<file path="src/hw/rtl/mwfcd_pkg.sv">
// Shared types and constants of the mutex wait-for cycle detector.
package mwfcd_pkg;

    localparam logic [1:0] KIND_LOCK_ENTER = 2'd0;
    localparam logic [1:0] KIND_LOCK_EXIT  = 2'd1;
    localparam logic [1:0] KIND_UNLOCK     = 2'd2;

    // Most edges one detected cycle can report.
    localparam int RESULT_CAP = 7;

    typedef enum logic [2:0] {
        ST_IDLE,
        ST_CHECK,
        ST_SADDR,
        ST_SCMP,
        ST_ACT,
        ST_EMIT
    } state_t;

    typedef enum logic [2:0] {
        PH_ENTER_WAIT,
        PH_WALK_OWN,
        PH_WALK_WAIT,
        PH_EXIT_WAIT,
        PH_EXIT_OWN,
        PH_UNLOCK
    } phase_t;

    typedef struct packed {
        logic load_item;
        logic tbl_owner;
        logic scan_clr;
        logic scan_inc;
        logic note_free;
        logic mark_hit;
        logic wait_write;
        logic owner_write;
        logic wait_clr;
        logic owner_clr;
        logic mutex_from_hit;
        logic thread_from_hit;
        logic hop_clr;
        logic hop_store;
        logic hop_inc;
        logic out_k_clr;
        logic out_load;
    } cmd_t;

    typedef struct packed {
        logic       filtered;
        logic [1:0] kind;
        logic       lock_ok;
        logic       ent_valid;
        logic       key_match;
        logic       idx_last;
        logic       found;
        logic       free_found;
        logic       own_is_root;
        logic       hop_at_limit;
        logic       out_free;
        logic       out_is_last;
    } sts_t;

endpackage

</file>
<file path="src/hw/rtl/mwfcd_ctrl.sv">
// Controller: sequences table scans, table updates, the chain walk and result beats.
module mwfcd_ctrl (
    input  logic            aclk,
    input  logic            aresetn,
    input  logic            s_valid,
    output logic            s_ready,
    input  mwfcd_pkg::sts_t sts,
    output mwfcd_pkg::cmd_t cmd
);

    mwfcd_pkg::state_t state_reg, state_next;
    mwfcd_pkg::phase_t phase_reg, phase_next;
    logic              tbl_owner;

    assign tbl_owner = (phase_reg == mwfcd_pkg::PH_WALK_OWN) ||
                       (phase_reg == mwfcd_pkg::PH_EXIT_OWN) ||
                       (phase_reg == mwfcd_pkg::PH_UNLOCK);

    always_ff @(posedge aclk) begin
        if (!aresetn) begin
            state_reg <= mwfcd_pkg::ST_IDLE;
            phase_reg <= mwfcd_pkg::PH_ENTER_WAIT;
        end else begin
            state_reg <= state_next;
            phase_reg <= phase_next;
        end
    end

    always_comb begin
        state_next = state_reg;
        phase_next = phase_reg;
        unique case (state_reg)
            mwfcd_pkg::ST_IDLE: begin
                if (s_valid) begin
                    state_next = mwfcd_pkg::ST_CHECK;
                end
            end
            mwfcd_pkg::ST_CHECK: begin
                state_next = mwfcd_pkg::ST_SADDR;
                if (sts.filtered) begin
                    state_next = mwfcd_pkg::ST_IDLE;
                end else if (sts.kind == mwfcd_pkg::KIND_LOCK_ENTER) begin
                    phase_next = mwfcd_pkg::PH_ENTER_WAIT;
                end else if (sts.kind == mwfcd_pkg::KIND_LOCK_EXIT) begin
                    phase_next = mwfcd_pkg::PH_EXIT_WAIT;
                end else if (sts.kind == mwfcd_pkg::KIND_UNLOCK) begin
                    phase_next = mwfcd_pkg::PH_UNLOCK;
                end else begin
                    state_next = mwfcd_pkg::ST_IDLE;
                end
            end
            mwfcd_pkg::ST_SADDR: begin
                if (sts.ent_valid) begin
                    state_next = mwfcd_pkg::ST_SCMP;
                end else if (sts.idx_last) begin
                    state_next = mwfcd_pkg::ST_ACT;
                end
            end
            mwfcd_pkg::ST_SCMP: begin
                if (sts.key_match || sts.idx_last) begin
                    state_next = mwfcd_pkg::ST_ACT;
                end else begin
                    state_next = mwfcd_pkg::ST_SADDR;
                end
            end
            mwfcd_pkg::ST_ACT: begin
                state_next = mwfcd_pkg::ST_IDLE;
                unique case (phase_reg)
                    mwfcd_pkg::PH_ENTER_WAIT: begin
                        phase_next = mwfcd_pkg::PH_WALK_OWN;
                        state_next = mwfcd_pkg::ST_SADDR;
                    end
                    mwfcd_pkg::PH_WALK_OWN: begin
                        if (sts.found && sts.own_is_root) begin
                            state_next = mwfcd_pkg::ST_EMIT;
                        end else if (sts.found && !sts.hop_at_limit) begin
                            phase_next = mwfcd_pkg::PH_WALK_WAIT;
                            state_next = mwfcd_pkg::ST_SADDR;
                        end
                    end
                    mwfcd_pkg::PH_WALK_WAIT: begin
                        if (sts.found) begin
                            phase_next = mwfcd_pkg::PH_WALK_OWN;
                            state_next = mwfcd_pkg::ST_SADDR;
                        end
                    end
                    mwfcd_pkg::PH_EXIT_WAIT: begin
                        if (sts.found && sts.lock_ok) begin
                            phase_next = mwfcd_pkg::PH_EXIT_OWN;
                            state_next = mwfcd_pkg::ST_SADDR;
                        end
                    end
                    default: begin
                    end
                endcase
            end
            mwfcd_pkg::ST_EMIT: begin
                if (sts.out_free && sts.out_is_last) begin
                    state_next = mwfcd_pkg::ST_IDLE;
                end
            end
            default: begin
                state_next = mwfcd_pkg::ST_IDLE;
            end
        endcase
    end

    always_comb begin
        cmd           = '0;
        cmd.tbl_owner = tbl_owner;
        s_ready       = 1'b0;
        unique case (state_reg)
            mwfcd_pkg::ST_IDLE: begin
                s_ready       = 1'b1;
                cmd.load_item = s_valid;
            end
            mwfcd_pkg::ST_CHECK: begin
                cmd.scan_clr = 1'b1;
            end
            mwfcd_pkg::ST_SADDR: begin
                if (!sts.ent_valid) begin
                    cmd.note_free = 1'b1;
                    cmd.scan_inc  = !sts.idx_last;
                end
            end
            mwfcd_pkg::ST_SCMP: begin
                cmd.mark_hit = sts.key_match;
                cmd.scan_inc = !sts.key_match && !sts.idx_last;
            end
            mwfcd_pkg::ST_ACT: begin
                unique case (phase_reg)
                    mwfcd_pkg::PH_ENTER_WAIT: begin
                        // A full table drops the wait, but the walk still runs.
                        cmd.wait_write = sts.found || sts.free_found;
                        cmd.scan_clr   = 1'b1;
                        cmd.hop_clr    = 1'b1;
                    end
                    mwfcd_pkg::PH_WALK_OWN: begin
                        cmd.hop_store = sts.found;
                        if (sts.found && sts.own_is_root) begin
                            cmd.out_k_clr = 1'b1;
                        end else if (sts.found && !sts.hop_at_limit) begin
                            cmd.thread_from_hit = 1'b1;
                            cmd.scan_clr        = 1'b1;
                        end
                    end
                    mwfcd_pkg::PH_WALK_WAIT: begin
                        cmd.mutex_from_hit = sts.found;
                        cmd.hop_inc        = sts.found;
                        cmd.scan_clr       = sts.found;
                    end
                    mwfcd_pkg::PH_EXIT_WAIT: begin
                        cmd.wait_clr       = sts.found;
                        cmd.mutex_from_hit = sts.found;
                        cmd.scan_clr       = sts.found && sts.lock_ok;
                    end
                    mwfcd_pkg::PH_EXIT_OWN: begin
                        cmd.owner_write = sts.found || sts.free_found;
                    end
                    mwfcd_pkg::PH_UNLOCK: begin
                        cmd.owner_clr = sts.found && sts.own_is_root;
                    end
                    default: begin
                    end
                endcase
            end
            mwfcd_pkg::ST_EMIT: begin
                cmd.out_load = sts.out_free;
            end
            default: begin
            end
        endcase
    end

`ifndef NO_ASSERTIONS
    a_cmp_after_addr: assert property (@(posedge aclk) disable iff (!aresetn)
        state_reg == mwfcd_pkg::ST_SCMP |-> $past(state_reg) == mwfcd_pkg::ST_SADDR)
        else $error("compare step without a preceding read");
    a_write_has_slot: assert property (@(posedge aclk) disable iff (!aresetn)
        cmd.wait_write || cmd.owner_write |-> sts.found || sts.free_found)
        else $error("table write with neither a hit nor a free entry");
    a_emit_from_act: assert property (@(posedge aclk) disable iff (!aresetn)
        $rose(state_reg == mwfcd_pkg::ST_EMIT) |-> $past(state_reg) == mwfcd_pkg::ST_ACT)
        else $error("result beats started outside a closed walk");
`endif

endmodule

</file>
<file path="config.mk">
export PLATFORM = sky130hd
export DESIGN_NAME = mwfcd_ctrl
export DESIGN_NICKNAME = d
export VERILOG_FILES = /design/src/hw/rtl/mwfcd_pkg.sv /design/src/hw/rtl/mwfcd_ctrl.sv
export SDC_FILE = /design/constraint.sdc
export NUM_CORES = 1
export LEC_CHECK = 0
export BUFFER_PORTS_ARGS = -buffer_cell sky130_fd_sc_hd__buf_2
export CORE_MARGIN = 1.5
export CORE_UTILIZATION = 43
export DETAILED_ROUTE_END_ITERATION = 10
export GPL_TIMING_DRIVEN = 0
export MAX_ROUTING_LAYER = met4
export PLACE_DENSITY_LB_ADDON = 0.05
export RECOVER_POWER = 25
export REMOVE_ABC_BUFFERS = 1
export SYNTH_ARGS = -nofsm -noshare
export SYNTH_HDL_FRONTEND = slang
export SYNTH_SLANG_ARGS = --single-unit
</file>
<file path="constraint.sdc">
create_clock -name aclk -period 1.73 [get_ports aclk]
set_clock_uncertainty 0.05 [all_clocks]
set_input_delay 0.0865 -clock aclk [delete_from_list [all_inputs] [get_ports aclk]]
set_output_delay 0.0865 -clock aclk [all_outputs]
set_load 0.005 [all_outputs]
</file>
==> run_results.csv <==
group,metric,value,unit
cells_and_area,seqCellArea,130,um^2
floorplan,placementRows,13,
route,drc,0,
critical_path,crit_type,"register to primary output",
route,drt_wl_total,1470,um
synthesis,synthCells,82,
place,placed_cell_area,763,um^2
grt,grt_max_degree,18,
floorplan,initial_core_util,0.472,
synthesis,synth_cell_types,33,
route,viasPerCell,5.43,
clock_tree,postCtsHoldBufs,0,
place,gp_congestion,0.698,
cells_and_area,final_nets,130,
cells_and_area,final_common_cell,"buf_2",
timing,tightest_slew,0.386,ns
timing,slew_headroom,0.742,
grt,grtUsageTotal,0.206,
route,drt_iter0_drc,15,
place,dp_hpwl,1130,um
synthesis,yosysWarnings,0,
cells_and_area,multi_input_area,465,um^2
run_status,status,"finished, final reports clean",
critical_path,cp-end-kind,"primary output",
cells_and_area,fill_cells,130,
clock_tree,h-tree-depth,1,
timing,rsz0062_at_grt,"yes",
critical_path,critPathLaunchType,"register",
critical_path,worstReg2RegEnd,"phase_reg[0]",
timing,min_period,1.63,ns
grt,grt_remaining_overflow,0,
critical_path,cp_cell_sequence,"nor4b_4 > and3_1 > nor3b_1 > buf_2",
floorplan,core,1320,um^2
timing,finalMaxSlewViolations,0,
cells_and_area,drive_gt1_frac,0.429,
timing,fin_crit_sh,0.943,
clock_tree,cts_buffers,3,
synthesis,netlist_area,622,um^2
route,routedWlPerCell,11.6,um
synthesis,ys.flop_type,"dfxtp_1",
pwr,leakagePower,0.391,nW
timing,clock.fmax,0.613,GHz
timing,setup_viol,0,
pwr,total_power,0.000425,W
critical_path,cpPeakStageDelay,0.40,ns
timing,fin_hold_ws,0.102,ns
place,io_buffers,33,
timing,tns,0,ns
critical_path,rrSetupSlack,0.21,ns
synthesis,synth_seq_cells,6,
critical_path,cp_data_arrival_time,1.49,ns
critical_path,crit_fanout,17,
synthesis,async_flop_share,0,
cells_and_area,final_cell_area,810,um^2
cells_and_area,synthToLayoutAreaGrowth,30.2,%
route,vias,690,
synthesis,syn_area_per_cell,7.58,um^2
worst_hold_path,min_path_type,"primary input to register",
timing,hold_viol,0,
flow_run,max-cap-violations,0,
route,drtPass1Iterations,4,
floorplan,fp.dieH,41.0,um
clock_tree,root_buffer,"clkbuf_4",
clock_tree,cts_sinks,6,
floorplan,dieArea,1680,um^2
clock_tree,path_clk_slew,0.04,ns
floorplan,die_w,41.0,um
clock_tree,clockBufferDepth,2,
worst_hold_path,hold_end,"state_reg[0]",
clock_tree,cts_tree,"built",
grt,antenna_found_initial,0,
grt,grt_first_pass_wirelength,2170,um
clock_tree,clock_latency,0.25,ns
synthesis,synth-edff-count,0,
pwr,power_density,525,nW/um^2
cells_and_area,antenna-diode-count,0,
critical_path,cpMaxStageDelayCell,"dfxtp_4",
critical_path,reg2reg_from,"phase_reg[0]",
worst_hold_path,hold_depth,4,
critical_path,cp_data_required_time,1.59,ns
synthesis,synth_seq_area_share,0.193,
worst_hold_path,worstHoldStart,"sts[0]",
route,final_antenna_net_count,0,
floorplan,io_pins,34,
critical_path,reg2regPathDepth,4,
cells_and_area,final_util,0.614,
pwr,ir_worst_vdd,359,uV
grt,grt_pass1_vias,508,
cells_and_area,final_cell_mix,"buf_2, nor2_1, nand2_1",
==> worst max-delay path by stage <==
stage | start | to | slack, ns | depth (start not counted)
floorplan | state_reg[0] | phase_reg[0] | 0.16 | 4
CTS | phase_reg[1] | cmd[14] | 0.02 | 5
detailed placement | state_reg[0] | phase_reg[0] | 0.03 | 4
finish | state_reg[0] | cmd[5] | 0.1 | 4
global route | state_reg[0] | cmd[5] | -0.05 | 4
global placement | state_reg[0] | phase_reg[0] | 0.03 | 4
==> where the power goes <==
part,switching (W),internal (W),total (W)
Combinational,0.0000545,0.0000622,0.000117
Sequential,0.0000294,0.000150,0.000180
Clock,0.0000500,0.0000784,0.000128
Total,0.000134,0.000291,0.000425
==> per-stage QoR <==
stage	worst slack, ns	instances
after floorplan	0.164	75
after global placement	0.0342	123
after detailed placement	0.0320	123
after CTS	0.0162	127
after global routing	-0.0496	127
final	0.0985	127
==> area by class of cell <==
cell class / count / area share
Clock buffer: 3 / 0.0278
Sequential cell: 6 / 0.161
Timing Repair Buffer: 34 / 0.213
Multi-Input combinational cell: 69 / 0.575
Tap cell: 15 / 0.0232
==> critical path, delay by kind of cell, from the launching register on <==
kind                   cells  cell delay (ns)
buffers and inverters      1             0.14
flip-flops                 1             0.40
AND/OR/NAND/NOR            3             0.71
==> synthesized netlist by cell type, types with 2 or more instances <==
cell type	count	share of area
a21boi_1	3	0.036
a21oi_1	2	0.016
a21oi_2	2	0.028
and2_1	2	0.020
and3_1	3	0.030
buf_2	4	0.032
dfxtp_1	6	0.19
mux2i_1	3	0.048
nand2_1	7	0.042
nand2b_1	4	0.040
nand3_1	3	0.024
nor2_1	9	0.054
nor2b_1	5	0.050
nor3_1	3	0.024
nor3b_1	4	0.048
o21ai_0	4	0.032
o221ai_1	2	0.028
==> timing repair <==
action,CTS,global route
endpoints found under the setup margin,1,6
pin swaps,1,1
resized for setup,1,7
buffers inserted,1,0
==> kinds of logic (layout without fill, tap and decap cells) <==
| family | after synthesis | in the layout | share of synthesized area |
|---|---|---|---|
| AOI/OAI and AO/OA | 18 | 18 | 0.211 |
| buffers and inverters | 7 | 37 | 0.0684 |
| DFF | 6 | 6 | 0.193 |
| muxes | 3 | 3 | 0.0483 |
| and+or+nand+nor | 48 | 48 | 0.479 |
==> metal layers <==
layer,vias to the layer above,part of all wire,GRT usage
met5,-,0,-
met4,0,0.0081,0.125
met3,2,0.050,0.0326
met2,17,0.46,0.301
met1,307,0.48,0.262
li1,364,-,-
No activity file was read; power rests on OpenSTA's default activity.
